$ cat src/hdl/lcfb_pkg.sv
`default_nettype none

package lcfb_pkg;

    // coordinates are clamped to size minus one and held in three bits
    localparam int COORD_W = 3;
    localparam int CMD_W   = 4;
    localparam int SHAPE_W = 2;

    // default cube geometry
    localparam int DEF_X_SIZE          = 4;
    localparam int DEF_Y_SIZE          = 4;
    localparam int DEF_Z_SIZE          = 4;
    localparam int DEF_BYTES_PER_LAYER = 3;
    localparam int DEF_Z_PIN_BASE      = 16;

    // command codes
    typedef enum logic [CMD_W-1:0] {
        CMD_CLEAR      = 4'd0,
        CMD_FILL       = 4'd1,
        CMD_SET        = 4'd2,
        CMD_CLR_VOXEL  = 4'd3,
        CMD_GET        = 4'd4,
        CMD_LAYER_FULL = 4'd5,
        CMD_REFRESH    = 4'd6,
        CMD_SHIFT_DOWN = 4'd7,
        CMD_DRAW       = 4'd8
    } cmd_t;

    // shape selector for the draw command
    typedef enum logic [SHAPE_W-1:0] {
        SHAPE_WIRE    = 2'd0,
        SHAPE_PLANE_X = 2'd1,
        SHAPE_PLANE_Y = 2'd2,
        SHAPE_PLANE_Z = 2'd3
    } shape_t;

    // which voxel pattern the mask generator builds for the current layer
    typedef enum logic [2:0] {
        MK_POINT,
        MK_ALL,
        MK_WIRE,
        MK_PLANE_X,
        MK_PLANE_Y,
        MK_PLANE_Z
    } mask_kind_t;

    // operation of the shared layer unit
    typedef enum logic [1:0] {
        ALU_KEEP,
        ALU_OR,
        ALU_ANDN,
        ALU_LOAD
    } alu_op_t;

    // test flags from the shared layer unit
    typedef struct packed {
        logic hit;
        logic full;
    } alu_flags_t;

    // sequencer states
    typedef enum logic [1:0] {
        ST_IDLE,
        ST_WALK,
        ST_EMIT
    } state_t;

    // clamp a coordinate to size minus one
    function automatic logic [COORD_W-1:0] clamp_coord(input logic [7:0] v, input int size);
        logic [COORD_W-1:0] res;
        if (int'(v) >= size)
            res = COORD_W'(size - 1);
        else
            res = v[COORD_W-1:0];
        return res;
    endfunction

endpackage

`default_nettype wire

$ cat src/hdl/lcfb_mask_gen.sv
`default_nettype none

module lcfb_mask_gen #(
    parameter int X_SIZE     = lcfb_pkg::DEF_X_SIZE,
    parameter int Y_SIZE     = lcfb_pkg::DEF_Y_SIZE,
    parameter int Z_SIZE     = lcfb_pkg::DEF_Z_SIZE,
    parameter int Z_PIN_BASE = lcfb_pkg::DEF_Z_PIN_BASE,
    parameter int IMG_W      = 8 * lcfb_pkg::DEF_BYTES_PER_LAYER
) (
    input  wire lcfb_pkg::mask_kind_t             kind,
    input  wire logic [lcfb_pkg::COORD_W-1:0]     x1,
    input  wire logic [lcfb_pkg::COORD_W-1:0]     x2,
    input  wire logic [lcfb_pkg::COORD_W-1:0]     y1,
    input  wire logic [lcfb_pkg::COORD_W-1:0]     y2,
    input  wire logic [lcfb_pkg::COORD_W-1:0]     z1,
    input  wire logic [lcfb_pkg::COORD_W-1:0]     z2,
    input  wire logic [lcfb_pkg::COORD_W-1:0]     z,
    output logic      [IMG_W-1:0]                 mask,
    output logic      [IMG_W-1:0]                 zpin_mask,
    output logic      [IMG_W-1:0]                 fill_word
);
    import lcfb_pkg::*;

    logic zeq1;
    logic zeq2;
    logic zin;

    // position of the current layer relative to the box
    assign zeq1 = (z == z1);
    assign zeq2 = (z == z2);
    assign zin  = (z >= z1) && (z <= z2);

    for (genvar b = 0; b < IMG_W; b++) begin : g_bit
        localparam int BX = b / Y_SIZE;
        localparam int BY = b % Y_SIZE;

        // voxel pattern bits, linear pin mapping x*Y_SIZE+y
        if (b < X_SIZE * Y_SIZE) begin : g_xy
            logic xe1;
            logic xe2;
            logic ye1;
            logic ye2;
            logic xin;
            logic yin;
            logic mask_bit;

            assign xe1 = (x1 == COORD_W'(BX));
            assign xe2 = (x2 == COORD_W'(BX));
            assign ye1 = (y1 == COORD_W'(BY));
            assign ye2 = (y2 == COORD_W'(BY));
            assign xin = (COORD_W'(BX) >= x1) && (COORD_W'(BX) <= x2);
            assign yin = (COORD_W'(BY) >= y1) && (COORD_W'(BY) <= y2);

            always_comb
            begin
                unique case (kind)
                    MK_POINT:   mask_bit = zeq1 && xe1 && ye1;
                    MK_ALL:     mask_bit = zeq1;
                    MK_WIRE:    mask_bit = zin && ((zeq1 || zeq2)
                                    ? ((xin && (ye1 || ye2)) || (yin && (xe1 || xe2)))
                                    : ((xe1 || xe2) && (ye1 || ye2)));
                    MK_PLANE_X: mask_bit = xe1;
                    MK_PLANE_Y: mask_bit = ye1;
                    MK_PLANE_Z: mask_bit = zeq1;
                    default:    mask_bit = 1'b0;
                endcase
            end

            assign mask[b] = mask_bit;
        end else begin : g_no_xy
            assign mask[b] = 1'b0;
        end

        // layer select pins
        if (b >= Z_PIN_BASE && b < Z_PIN_BASE + Z_SIZE) begin : g_pin
            assign zpin_mask[b] = (z1 == COORD_W'(b - Z_PIN_BASE));
            assign fill_word[b] = 1'b0;
        end else begin : g_no_pin
            assign zpin_mask[b] = 1'b0;
            assign fill_word[b] = 1'b1;
        end
    end

endmodule

`default_nettype wire

$ cat src/hdl/lcfb_layer_alu.sv
`default_nettype none

module lcfb_layer_alu #(
    parameter int IMG_W = 8 * lcfb_pkg::DEF_BYTES_PER_LAYER
) (
    input  wire logic [IMG_W-1:0]       word,
    input  wire logic [IMG_W-1:0]       operand,
    input  wire lcfb_pkg::alu_op_t      op,
    output logic      [IMG_W-1:0]       result,
    output lcfb_pkg::alu_flags_t        flags
);
    import lcfb_pkg::*;

    logic [IMG_W-1:0] hits;

    // bitwise update of one layer image
    always_comb
    begin
        unique case (op)
            ALU_KEEP: result = word;
            ALU_OR:   result = word | operand;
            ALU_ANDN: result = word & ~operand;
            ALU_LOAD: result = operand;
            default:  result = word;
        endcase
    end

    // voxel tests against the operand pattern
    assign hits       = word & operand;
    assign flags.hit  = |hits;
    assign flags.full = (hits == operand);

endmodule

`default_nettype wire

$ cat src/hdl/led_cube_frame_buffer_core.sv
`default_nettype none

// Voxel frame buffer for a multiplexed LED cube, one shift-register image per layer.
// A command is taken when start is high and busy is low. The sequencer then walks
// every layer once, one layer per cycle through a single read/write port on the layer
// store and one shared bitwise unit. Refresh then gives BYTES_PER_LAYER result words
// on consecutive cycles, byte 0 first, with last marking the latch; every other
// command gives one word with last high. Results appear for one cycle under strobe
// and cannot be held off; busy falls together with the last result, so the next
// command may be given in that cycle.
module led_cube_frame_buffer_core #(
    parameter int X_SIZE          = lcfb_pkg::DEF_X_SIZE,
    parameter int Y_SIZE          = lcfb_pkg::DEF_Y_SIZE,
    parameter int Z_SIZE          = lcfb_pkg::DEF_Z_SIZE,
    parameter int BYTES_PER_LAYER = lcfb_pkg::DEF_BYTES_PER_LAYER,
    parameter int Z_PIN_BASE      = lcfb_pkg::DEF_Z_PIN_BASE
) (
    input  wire logic                          clk,
    input  wire logic                          rst_n,
    input  wire logic                          start,
    output logic                               busy,
    input  wire logic [lcfb_pkg::CMD_W-1:0]    cmd,
    input  wire logic [7:0]                    x_first,
    input  wire logic [7:0]                    y_first,
    input  wire logic [7:0]                    z_first,
    input  wire logic [7:0]                    x_second,
    input  wire logic [7:0]                    y_second,
    input  wire logic [7:0]                    z_second,
    input  wire logic [lcfb_pkg::SHAPE_W-1:0]  shape_kind,
    output logic                               strobe,
    output logic [7:0]                         data_byte,
    output logic                               answer_bit,
    output logic                               last
);
    import lcfb_pkg::*;

    localparam int IMG_W = 8 * BYTES_PER_LAYER;
    localparam int ZW    = (Z_SIZE > 1) ? $clog2(Z_SIZE) : 1;
    localparam int BCW   = (BYTES_PER_LAYER > 1) ? $clog2(BYTES_PER_LAYER) : 1;
    localparam bit ALL_XY_FITS = (X_SIZE * Y_SIZE <= IMG_W);

    state_t             state_reg, state_next;
    logic [ZW-1:0]      z_cnt_reg, z_cnt_next;
    logic [BCW-1:0]     byte_cnt_reg, byte_cnt_next;
    cmd_t               cmd_reg, cmd_next;
    shape_t             shape_reg, shape_next;
    logic [COORD_W-1:0] x1_reg, x1_next;
    logic [COORD_W-1:0] x2_reg, x2_next;
    logic [COORD_W-1:0] y1_reg, y1_next;
    logic [COORD_W-1:0] y2_reg, y2_next;
    logic [COORD_W-1:0] z1_reg, z1_next;
    logic [COORD_W-1:0] z2_reg, z2_next;
    logic               answer_reg, answer_next;
    logic [IMG_W-1:0]   img_reg, img_next;
    logic [IMG_W-1:0]   layer_reg [Z_SIZE];
    logic               strobe_reg, strobe_next;
    logic [7:0]         data_byte_reg, data_byte_next;
    logic               answer_bit_reg, answer_bit_next;
    logic               last_reg, last_next;

    logic [COORD_W-1:0] x1_c, x2_c, y1_c, y2_c, z1_c, z2_c;
    logic               accept;
    logic               walk_last;
    logic               zsel;
    logic [ZW-1:0]      rd_idx;
    logic [IMG_W-1:0]   rd_word;
    mask_kind_t         kind;
    logic [IMG_W-1:0]   gen_mask;
    logic [IMG_W-1:0]   zpin_mask;
    logic [IMG_W-1:0]   fill_word;
    alu_op_t            alu_op;
    logic [IMG_W-1:0]   alu_operand;
    logic [IMG_W-1:0]   alu_word;
    alu_flags_t         alu_flags;
    logic               byte_last;

    // clamp coordinates and raise second corners
    always_comb
    begin
        x1_c = clamp_coord(x_first, X_SIZE);
        y1_c = clamp_coord(y_first, Y_SIZE);
        z1_c = clamp_coord(z_first, Z_SIZE);
        x2_c = clamp_coord(x_second, X_SIZE);
        y2_c = clamp_coord(y_second, Y_SIZE);
        z2_c = clamp_coord(z_second, Z_SIZE);
        if (x2_c < x1_c)
            x2_c = x1_c;
        if (y2_c < y1_c)
            y2_c = y1_c;
        if (z2_c < z1_c)
            z2_c = z1_c;
    end

    assign busy      = (state_reg != ST_IDLE);
    assign accept    = start && !busy;
    assign walk_last = (z_cnt_reg == ZW'(Z_SIZE - 1));
    assign zsel      = (COORD_W'(z_cnt_reg) == z1_reg);
    assign byte_last = (byte_cnt_reg == BCW'(BYTES_PER_LAYER - 1));

    // layer read: shift down takes the layer above
    assign rd_idx  = (cmd_reg == CMD_SHIFT_DOWN && !walk_last) ? z_cnt_reg + ZW'(1) : z_cnt_reg;
    assign rd_word = layer_reg[rd_idx];

    // pattern choice per command
    always_comb
    begin
        unique case (cmd_reg)
            CMD_LAYER_FULL: kind = MK_ALL;
            CMD_DRAW:
            begin
                unique case (shape_reg)
                    SHAPE_WIRE:    kind = MK_WIRE;
                    SHAPE_PLANE_X: kind = MK_PLANE_X;
                    SHAPE_PLANE_Y: kind = MK_PLANE_Y;
                    SHAPE_PLANE_Z: kind = MK_PLANE_Z;
                    default:       kind = MK_WIRE;
                endcase
            end
            default:        kind = MK_POINT;
        endcase
    end

    lcfb_mask_gen #(
        .X_SIZE     (X_SIZE),
        .Y_SIZE     (Y_SIZE),
        .Z_SIZE     (Z_SIZE),
        .Z_PIN_BASE (Z_PIN_BASE),
        .IMG_W      (IMG_W)
    ) u_mask_gen (
        .kind      (kind),
        .x1        (x1_reg),
        .x2        (x2_reg),
        .y1        (y1_reg),
        .y2        (y2_reg),
        .z1        (z1_reg),
        .z2        (z2_reg),
        .z         (COORD_W'(z_cnt_reg)),
        .mask      (gen_mask),
        .zpin_mask (zpin_mask),
        .fill_word (fill_word)
    );

    // operation of the shared unit per command
    always_comb
    begin
        alu_operand = gen_mask;
        unique case (cmd_reg)
            CMD_CLEAR:
            begin
                alu_op      = ALU_LOAD;
                alu_operand = '0;
            end
            CMD_FILL:
            begin
                alu_op      = ALU_LOAD;
                alu_operand = fill_word;
            end
            CMD_SET, CMD_DRAW:  alu_op = ALU_OR;
            CMD_CLR_VOXEL:      alu_op = ALU_ANDN;
            CMD_REFRESH:
            begin
                alu_op      = zsel ? ALU_ANDN : ALU_KEEP;
                alu_operand = zpin_mask;
            end
            CMD_SHIFT_DOWN:
            begin
                alu_op      = walk_last ? ALU_LOAD : ALU_KEEP;
                alu_operand = '0;
            end
            default:            alu_op = ALU_KEEP;
        endcase
    end

    lcfb_layer_alu #(
        .IMG_W (IMG_W)
    ) u_layer_alu (
        .word    (rd_word),
        .operand (alu_operand),
        .op      (alu_op),
        .result  (alu_word),
        .flags   (alu_flags)
    );

    // sequencer: next state and result word
    always_comb
    begin
        state_next      = state_reg;
        z_cnt_next      = z_cnt_reg;
        byte_cnt_next   = byte_cnt_reg;
        cmd_next        = cmd_reg;
        shape_next      = shape_reg;
        x1_next         = x1_reg;
        x2_next         = x2_reg;
        y1_next         = y1_reg;
        y2_next         = y2_reg;
        z1_next         = z1_reg;
        z2_next         = z2_reg;
        answer_next     = answer_reg;
        img_next        = img_reg;
        strobe_next     = 1'b0;
        data_byte_next  = 8'd0;
        answer_bit_next = 1'b0;
        last_next       = 1'b0;

        unique case (state_reg)
            ST_IDLE:
            begin
                if (accept)
                begin
                    state_next    = ST_WALK;
                    z_cnt_next    = '0;
                    byte_cnt_next = '0;
                    cmd_next      = cmd_t'(cmd);
                    shape_next    = shape_t'(shape_kind);
                    x1_next       = x1_c;
                    x2_next       = x2_c;
                    y1_next       = y1_c;
                    y2_next       = y2_c;
                    z1_next       = z1_c;
                    z2_next       = z2_c;
                    answer_next   = 1'b0;
                end
            end
            ST_WALK:
            begin
                if (zsel)
                begin
                    if (cmd_reg == CMD_GET)
                        answer_next = alu_flags.hit;
                    if (cmd_reg == CMD_LAYER_FULL)
                        answer_next = alu_flags.full && ALL_XY_FITS;
                    if (cmd_reg == CMD_REFRESH)
                        img_next = rd_word | zpin_mask;
                end
                z_cnt_next = z_cnt_reg + ZW'(1);
                if (walk_last)
                begin
                    z_cnt_next = '0;
                    state_next = ST_EMIT;
                end
            end
            ST_EMIT:
            begin
                strobe_next = 1'b1;
                if (cmd_reg == CMD_REFRESH)
                begin
                    data_byte_next = img_reg[{byte_cnt_reg, 3'b000} +: 8];
                    last_next      = byte_last;
                    byte_cnt_next  = byte_cnt_reg + BCW'(1);
                    if (byte_last)
                        state_next = ST_IDLE;
                end
                else
                begin
                    answer_bit_next = answer_reg;
                    last_next       = 1'b1;
                    state_next      = ST_IDLE;
                end
            end
            default:
            begin
                state_next = ST_IDLE;
            end
        endcase
    end

    // control registers and layer store
    always_ff @(posedge clk or negedge rst_n)
    begin
        if (!rst_n)
        begin
            state_reg      <= ST_IDLE;
            z_cnt_reg      <= '0;
            byte_cnt_reg   <= '0;
            cmd_reg        <= CMD_CLEAR;
            shape_reg      <= SHAPE_WIRE;
            answer_reg     <= 1'b0;
            strobe_reg     <= 1'b0;
            data_byte_reg  <= 8'd0;
            answer_bit_reg <= 1'b0;
            last_reg       <= 1'b0;
            for (int i = 0; i < Z_SIZE; i++)
                layer_reg[i] <= '0;
        end
        else
        begin
            state_reg      <= state_next;
            z_cnt_reg      <= z_cnt_next;
            byte_cnt_reg   <= byte_cnt_next;
            cmd_reg        <= cmd_next;
            shape_reg      <= shape_next;
            answer_reg     <= answer_next;
            strobe_reg     <= strobe_next;
            data_byte_reg  <= data_byte_next;
            answer_bit_reg <= answer_bit_next;
            last_reg       <= last_next;
            if (state_reg == ST_WALK)
                layer_reg[z_cnt_reg] <= alu_word;
        end
    end

    // coordinate and image payload
    always_ff @(posedge clk)
    begin
        x1_reg  <= x1_next;
        x2_reg  <= x2_next;
        y1_reg  <= y1_next;
        y2_reg  <= y2_next;
        z1_reg  <= z1_next;
        z2_reg  <= z2_next;
        img_reg <= img_next;
    end

    assign strobe     = strobe_reg;
    assign data_byte  = data_byte_reg;
    assign answer_bit = answer_bit_reg;
    assign last       = last_reg;

    // a taken command always starts its walk at the bottom layer
    a_accept_walk: assert property (@(posedge clk) disable iff (!rst_n)
        accept |=> (state_reg == ST_WALK) && (z_cnt_reg == '0))
        else $error("command not started at bottom layer");

    // refresh bytes follow each other without gaps
    a_bytes_contiguous: assert property (@(posedge clk) disable iff (!rst_n)
        (strobe && !last) |=> strobe)
        else $error("gap inside refresh burst");

    // nothing follows the final word of a command straight away
    a_quiet_after_last: assert property (@(posedge clk) disable iff (!rst_n)
        (strobe && last) |=> !strobe)
        else $error("word right after final word");

    // an answer only comes on a single-word command
    a_answer_single: assert property (@(posedge clk) disable iff (!rst_n)
        (strobe && answer_bit) |-> (last && data_byte == 8'd0))
        else $error("answer bit on refresh word");

endmodule

`default_nettype wire
$ cat config.mk
export PLATFORM = sky130hd
export DESIGN_NAME = led_cube_frame_buffer_core
export DESIGN_NICKNAME = d
export VERILOG_FILES = /design/src/hdl/lcfb_pkg.sv /design/src/hdl/lcfb_mask_gen.sv /design/src/hdl/lcfb_layer_alu.sv /design/src/hdl/led_cube_frame_buffer_core.sv
export SDC_FILE = /design/constraint.sdc
export NUM_CORES = 1
export LEC_CHECK = 0
export ABC_AREA = 1
export BUFFER_PORTS_ARGS = -buffer_cell sky130_fd_sc_hd__buf_4
export CAP_MARGIN = 40
export CORE_MARGIN = 2
export CORE_UTILIZATION = 50
export CTS_CLUSTER_DIAMETER = 50
export DETAILED_ROUTE_END_ITERATION = 7
export HOLD_SLACK_MARGIN = 0.1
export PLACE_DENSITY = 0.67
export SLEW_MARGIN = 20
export SYNTH_ARGS = -nofsm -noshare
export SYNTH_HDL_FRONTEND = slang
export SYNTH_SLANG_ARGS = --single-unit
$ cat constraint.sdc
create_clock -name clk -period 10.1 [get_ports clk]
set_input_delay 1.01 -clock clk [delete_from_list [all_inputs] [get_ports clk]]
set_output_delay 1.01 -clock clk [all_outputs]
set_load 0.005 [all_outputs]
# Word-level counts from Yosys, hierarchy flattened
# Cells that the tools add are included.
[word_totals] register_bits=162 latch_bits=0 mem_bits_rw=0 romBits=0 input_bits=57 mem_count=0
[op_classes] n_addsub=2 n_mul=0 div_mod_pow=0 n_lt_le_gt_ge=30 n_eq_ne=47 shift=1 mux=77 bitwise=7 reduce_logical=147
[ops] cell="96-bit bitwise mux" count=1
[ops] cell="1-bit logical AND" count=96
[ops] cell="24-bit one-hot mux with 4 select lines" count=1
[ops] cell="1-bit one-hot mux with 5 select lines" count=16
[ops] cell="24-bit 2-to-1 mux" count=3
[ops] cell="24-bit one-hot mux with 3 select lines" count=1
[ops] cell="24-bit AND" count=2
[ops] cell="24-bit binary-select mux with 2-bit select" count=1
[ops] cell="24-bit demux with 2-bit select" count=1
[ops] cell="8-bit by 3-bit greater-or-equal comparator with 1-bit output, second input constant" count=6
[ops] cell="3-bit by 2-bit == test with 1-bit output, second input constant" count=12
[ops] cell="3-bit 2-to-1 mux" count=9
[ops] cell="1-bit logical OR" count=25
[ops] cell="1-bit 2-to-1 mux" count=25
[ops] cell="24-bit == test" count=1
[ops] cell="24-bit NOT" count=1
[ops] cell="24-bit by 20-bit bitwise OR with 24-bit output" count=1
[ops] cell="24-bit bitwise OR" count=1
[ops] cell="24-bit OR reduction" count=1
[ops] cell="24-bit by 6-bit variable part select with 8-bit output" count=1
[ops] cell="2-bit 2-to-1 mux" count=10
[ops] cell="3-bit by 1-bit == test with 1-bit output, second input constant" count=6
[ops] cell="3-bit zero test" count=6
[ops] cell="4-bit by 3-bit == test with 1-bit output, second input constant" count=4
[ops] cell="other kinds (36)" count=80

# Depth between registers and ports, before layout
[logic_depth] depth_word=14 ltp_mapped=19

# Hierarchy
# A second synthesis with hierarchy kept.
[hier_totals] hier_cells=1570 hier_area_um2=10841.6
[modules_own_cells] module="led_cube_frame_buffer_core" instances=1 cells_per_inst=1048 area_per_inst_um2=8252.9
[modules_own_cells] module="lcfb_mask_gen" instances=1 cells_per_inst=337 area_per_inst_um2=1749.2
[modules_own_cells] module="lcfb_layer_alu" instances=1 cells_per_inst=185 area_per_inst_um2=839.6

# Least setup slack after synthesis
# OpenSTA, ideal clock, no wires.
[synth_timing] path_kind="reg-to-reg" from="register z_cnt_reg[0]" to="register img_reg[0], enable pin" arrival_ps=3045 slack_ps=6620 stages_incl_launch_ff=7 synth_period_minus_slack_ps=3480 cell_sequence="dfrtp_1 > inv_1 > ha_1 > nand2_1 > nor2_2 > inv_1 > nor3_1"
[synth_via] elab_chain_cells=2
[synth_lines] item="start: declaration" line_no="led_cube_frame_buffer_core.sv:43" text="logic [ZW-1:0] z_cnt_reg, z_cnt_next;"
[synth_lines] item="start signal: assignment" line_no="led_cube_frame_buffer_core.sv:288" text="z_cnt_reg <= z_cnt_next;"
[synth_lines] item="2-bit by 3-bit == test with 1-bit output" line_no="led_cube_frame_buffer_core.sv:97" text="assign zsel = (COORD_W'(z_cnt_reg) == z1_reg);"
[synth_lines] item="3-bit AND reduction (no source line)"
[synth_lines] item="end signal: assignment" line_no="led_cube_frame_buffer_core.sv:311" text="img_reg <= img_next;"
[synth_lines] item="end: declaration" line_no="led_cube_frame_buffer_core.sv:54" text="logic [IMG_W-1:0] img_reg, img_next;"
# Every way passes these cells.
# A chain may end at the register's enable or synchronous reset.

# Final worst setup path
[layout_timing] from="register z_cnt_reg[0]" to="register layer_reg[5] (netlist bit)"
[layout_via] elab_chain_cells=11 elab_cells_between_ends=39 cone_classes="1 x add/sub; 4 x order compare; 6 x eq/ne; 14 x mux; 5 x bitwise; 9 x reduce/logical"
[layout_lines] item="branches (longest 10 deep; another with 2-bit by 3-bit greater-or-equal comparator with 1-bit output)"
[layout_lines] item="96-bit bitwise mux *" line_no="led_cube_frame_buffer_core.sv:298" text="layer_reg[z_cnt_reg] <= alu_word;"
[layout_lines] item="end signal: indexed assignment" line_no="led_cube_frame_buffer_core.sv:298"
[layout_lines] item="end: declaration" line_no="led_cube_frame_buffer_core.sv:55" text="logic [IMG_W-1:0] layer_reg [Z_SIZE];"
# Every way passes the cells marked *. The select of a mux whose other input is x is not followed.

==> impl_metrics.toml <==
[logic_synthesis]
synth.ff_latch_count = 162
synth_top_cell_by_area = "dfrtp_1"
syn_area_per_cell_um2 = 7.06
ys_types = 35
synth_top_cell_area_share_pct = 30.6
synthTopCellsByArea = "dfrtp_1 (31%), nand2_1 (21%), edfxtp_1 (13%), nand3_1 (9.2%), nor2_1 (4.5%)"
yosysSeqAreaShare_pct = 43.5
yosys_warnings = 0
syn_inst = 1388
netlist_area_um2 = 9800

[grt]
track_usage_pct = 29.4
grt_pass1_vias = 8706
grt_pass1_wl_um = 46800
antenna_found_initial = 1
grt_max_degree = 54
grt-ovfl-total = 0

[setup_path]
path_common_cell = "inv_1"
criticalPathCategory = "reg2reg"
cp_slowest_stage_delay_ps = 490
timing.rr.start = "z_cnt_reg[0]$_DFFE_PN0P_"
rr_endpoint = "layer_reg[5]$_DFFE_PN0P_"
r2r.worst_path.cells = 15
r2r_slack_ps = 6770
endpoint = "layer_reg[5]$_DFFE_PN0P_"
critical_path_arrival_ps = 3620
worstSetupEndpointType = "flip-flop"
worst-path-max-fanout = 17
cp-start-kind = "flip-flop"
crit_path_cell_trace = "inv_1, ha_1, nand2_1, nor2_2, inv_1, nand2_2, inv_1, o21ai_0, nand3_1, a21oi_1, inv_1, o21ai_0, o21ai_1, nand2_1, o21ai_0"
crit_slowest_cell = "dfrtp_1"
required_ps = 10400
cp-startpoint = "z_cnt_reg[0]$_DFFE_PN0P_"

[timing]
worst_pin_slew_ps = 712
clock.fmax_ghz = 0.301
slew-limit-headroom_pct = 52.6
slew_viol_final = 0
fin_skew_ps = 10.8
fin_crit_ps = 3330
rsz0062_at_grt = "no"
finalCritPeriodShare_pct = 32.9
finalSetupViolations = 0
finalHoldViolations = 0
finalSetupTns_ps = 0

[clock_network]
clock_sinks = 162
cts_inserted_buffers = 17
path_clk_slew_ps = 70
cts-root-buf = "clkbuf_16"
cts_tree = "yes"
post_cts_buffers = 0
hold_buffers = 0
cts_resized = 0
cts_max_path_buffers = 2
insertion_delay_ps = 440
h-tree-depth = 4

[routing]
wire_per_inst_um = 16.5
drtIter0Drc = 754
dr.pass1.iters = 6
via_count = 9395
antenna_left = 0
avgViaCountPerCell = 5.41
routed_wirelength_um = 28600
drc_errors = 0

[final_layout]
area_growth_pct = 15.0
drive_gt1_share_pct = 11.3
n_antenna_cell = 0
fin_nets = 1529
stdcell_area_um2 = 11300
largest_register_ffs = 96
num-fill-cells = 1892

[placed_design]
dpl-instance-area_um2 = 10700
finalWeightedCongestion = 0.936
dpl.hpwl_um = 20900
portBuffers = 68

[worst_hold_path]
hp-start = "layer_reg[0]$_DFFE_PN0P_"
min_path_type = "reg2reg"

[die]
dieArea_um2 = 20700
die_h_um = 144
rows = 51
pin_count = 69
start_util_pct = 50.7
die_width_um = 144
core_area_um2 = 19300

[job]
maxCapViolCount = 0

[power]
p_leak_nw = 5.56
peakVddDrop_mv = 0.182
power_density_nw_per_um2 = 340

[status]
status = "completed"
[through the flow]
step,power [W],hold WS (ps),util (%),instances,worst slack [ps]
2_1_floorplan,0.00252,449,-,1398,6620
3_3_place_gp,0.00310,463,54.5,1694,6830
3_5_place_dp,0.00319,466,55.4,1703,6840
4_1_cts,0.00381,484,58.3,1735,6830
5_1_grt,0.00413,499,58.3,1735,6320
6_report,0.00382,482,58.3,1735,6770
[worst max-delay path, delay by kind of cell, from the launching register on]
kind                     cells  cell delay, ps
buffers and inverters        4             740
flip-flops                   1             490
adder cells (fa/ha/maj)      1             330
AO/OA/AOI/OAI                5             770
AND/OR/NAND/NOR              5             870
[logic make-up (layout without fill, tap and decap cells)]
kind of cell             after synthesis  count (layout)  share of synthesized area, %
AO/OA/AOI/OAI                        151             151                          9.88
adder cells (fa/ha/maj)               15              15                          1.92
buffers and inverters                175             247                          7.19
flip-flops                           162             162                          43.5
other                                  2              12                        0.0766
AND/OR/NAND/NOR                      883             883                          37.4
[layer usage]
| metal | GRT usage [%] | share of wire, % | vias to the layer above |
|---|---|---|---|
| met4 | 9.60 | 2.6 | 0 |
| met3 | 4.87 | 7.1 | 47 |
| met2 | 47.0 | 46 | 353 |
| met5 | 0 | 0 | - |
| met1 | 41.1 | 44 | 4378 |
| li1 | - | - | 4617 |
[power by group]
group	internal [W]	total, W	switching [W]
Clock	0.000333	0.000615	0.000283
Combinational	0.000664	0.00221	0.00155
Sequential	0.000896	0.000998	0.000103
[how the worst min path moves through the flow]
stage,end,slack (ps),depth (start not counted)
3_3_place_gp,layer_reg[33]$_DFFE_PN0P_,460,2
5_1_grt,layer_reg[8]$_DFFE_PN0P_,500,2
2_1_floorplan,layer_reg[32]$_DFFE_PN0P_,450,2
3_5_place_dp,layer_reg[0]$_DFFE_PN0P_,470,2
4_1_cts,layer_reg[58]$_DFFE_PN0P_,480,2
6_report,layer_reg[0]$_DFFE_PN0P_,480,2
[cells in the final DEF (no fill, tap or decap), types with 9 or more instances in the layout]
cell and n:
nand2_1 544, nand3_1 180, dfrtp_1 120, nor2_1 117, inv_1 114, o21ai_0 81
buf_4 77, edfxtp_1 42, o21ai_1 24, a21oi_1 21, clkbuf_16 17, ha_1 15
inv_2 12, o32ai_2 12, conb_1 12, nor3_1 9
[cell type report]
type | instances | area, um2 | share of cell area (%)
Inverter | 129 | 484 | 4.30
Sequential cell | 162 | 4260 | 37.9
Multi-Input combinational cell | 1061 | 4880 | 43.3
Tap cell | 265 | 332 | 2.94
Clock buffer | 20 | 457 | 4.05
Timing Repair Buffer | 86 | 752 | 6.68
Clock inverter | 12 | 97.6 | 0.866
[synth_stat cells]
cell       number
clkinv_1        3
nand3b_1        2
buf_2          17
nand4_1         5
o211ai_2        1
ha_1           15
o41ai_1         1
nor2_2          5
nor2_1        117
nand2_1       544
nand2_4         2
dfrtp_1       120
o21ai_4         2
nor2_4          3
nor4_1          6
clkbuf_1       23
nand2_2         6
a211oi_4        1
o211ai_1        1
o21ai_0        81
conb_1          2
buf_4           3
inv_2          12
o21ai_1        24
buf_6           2
nand3_2         2
inv_1         114
a21oi_1        21
o32ai_2        12
o21ai_2         1
a2bb2oi_1       6
edfxtp_1       42
buf_1           1
nor3_1         11
nand3_1       180
(Power assumes the default switching activity.)
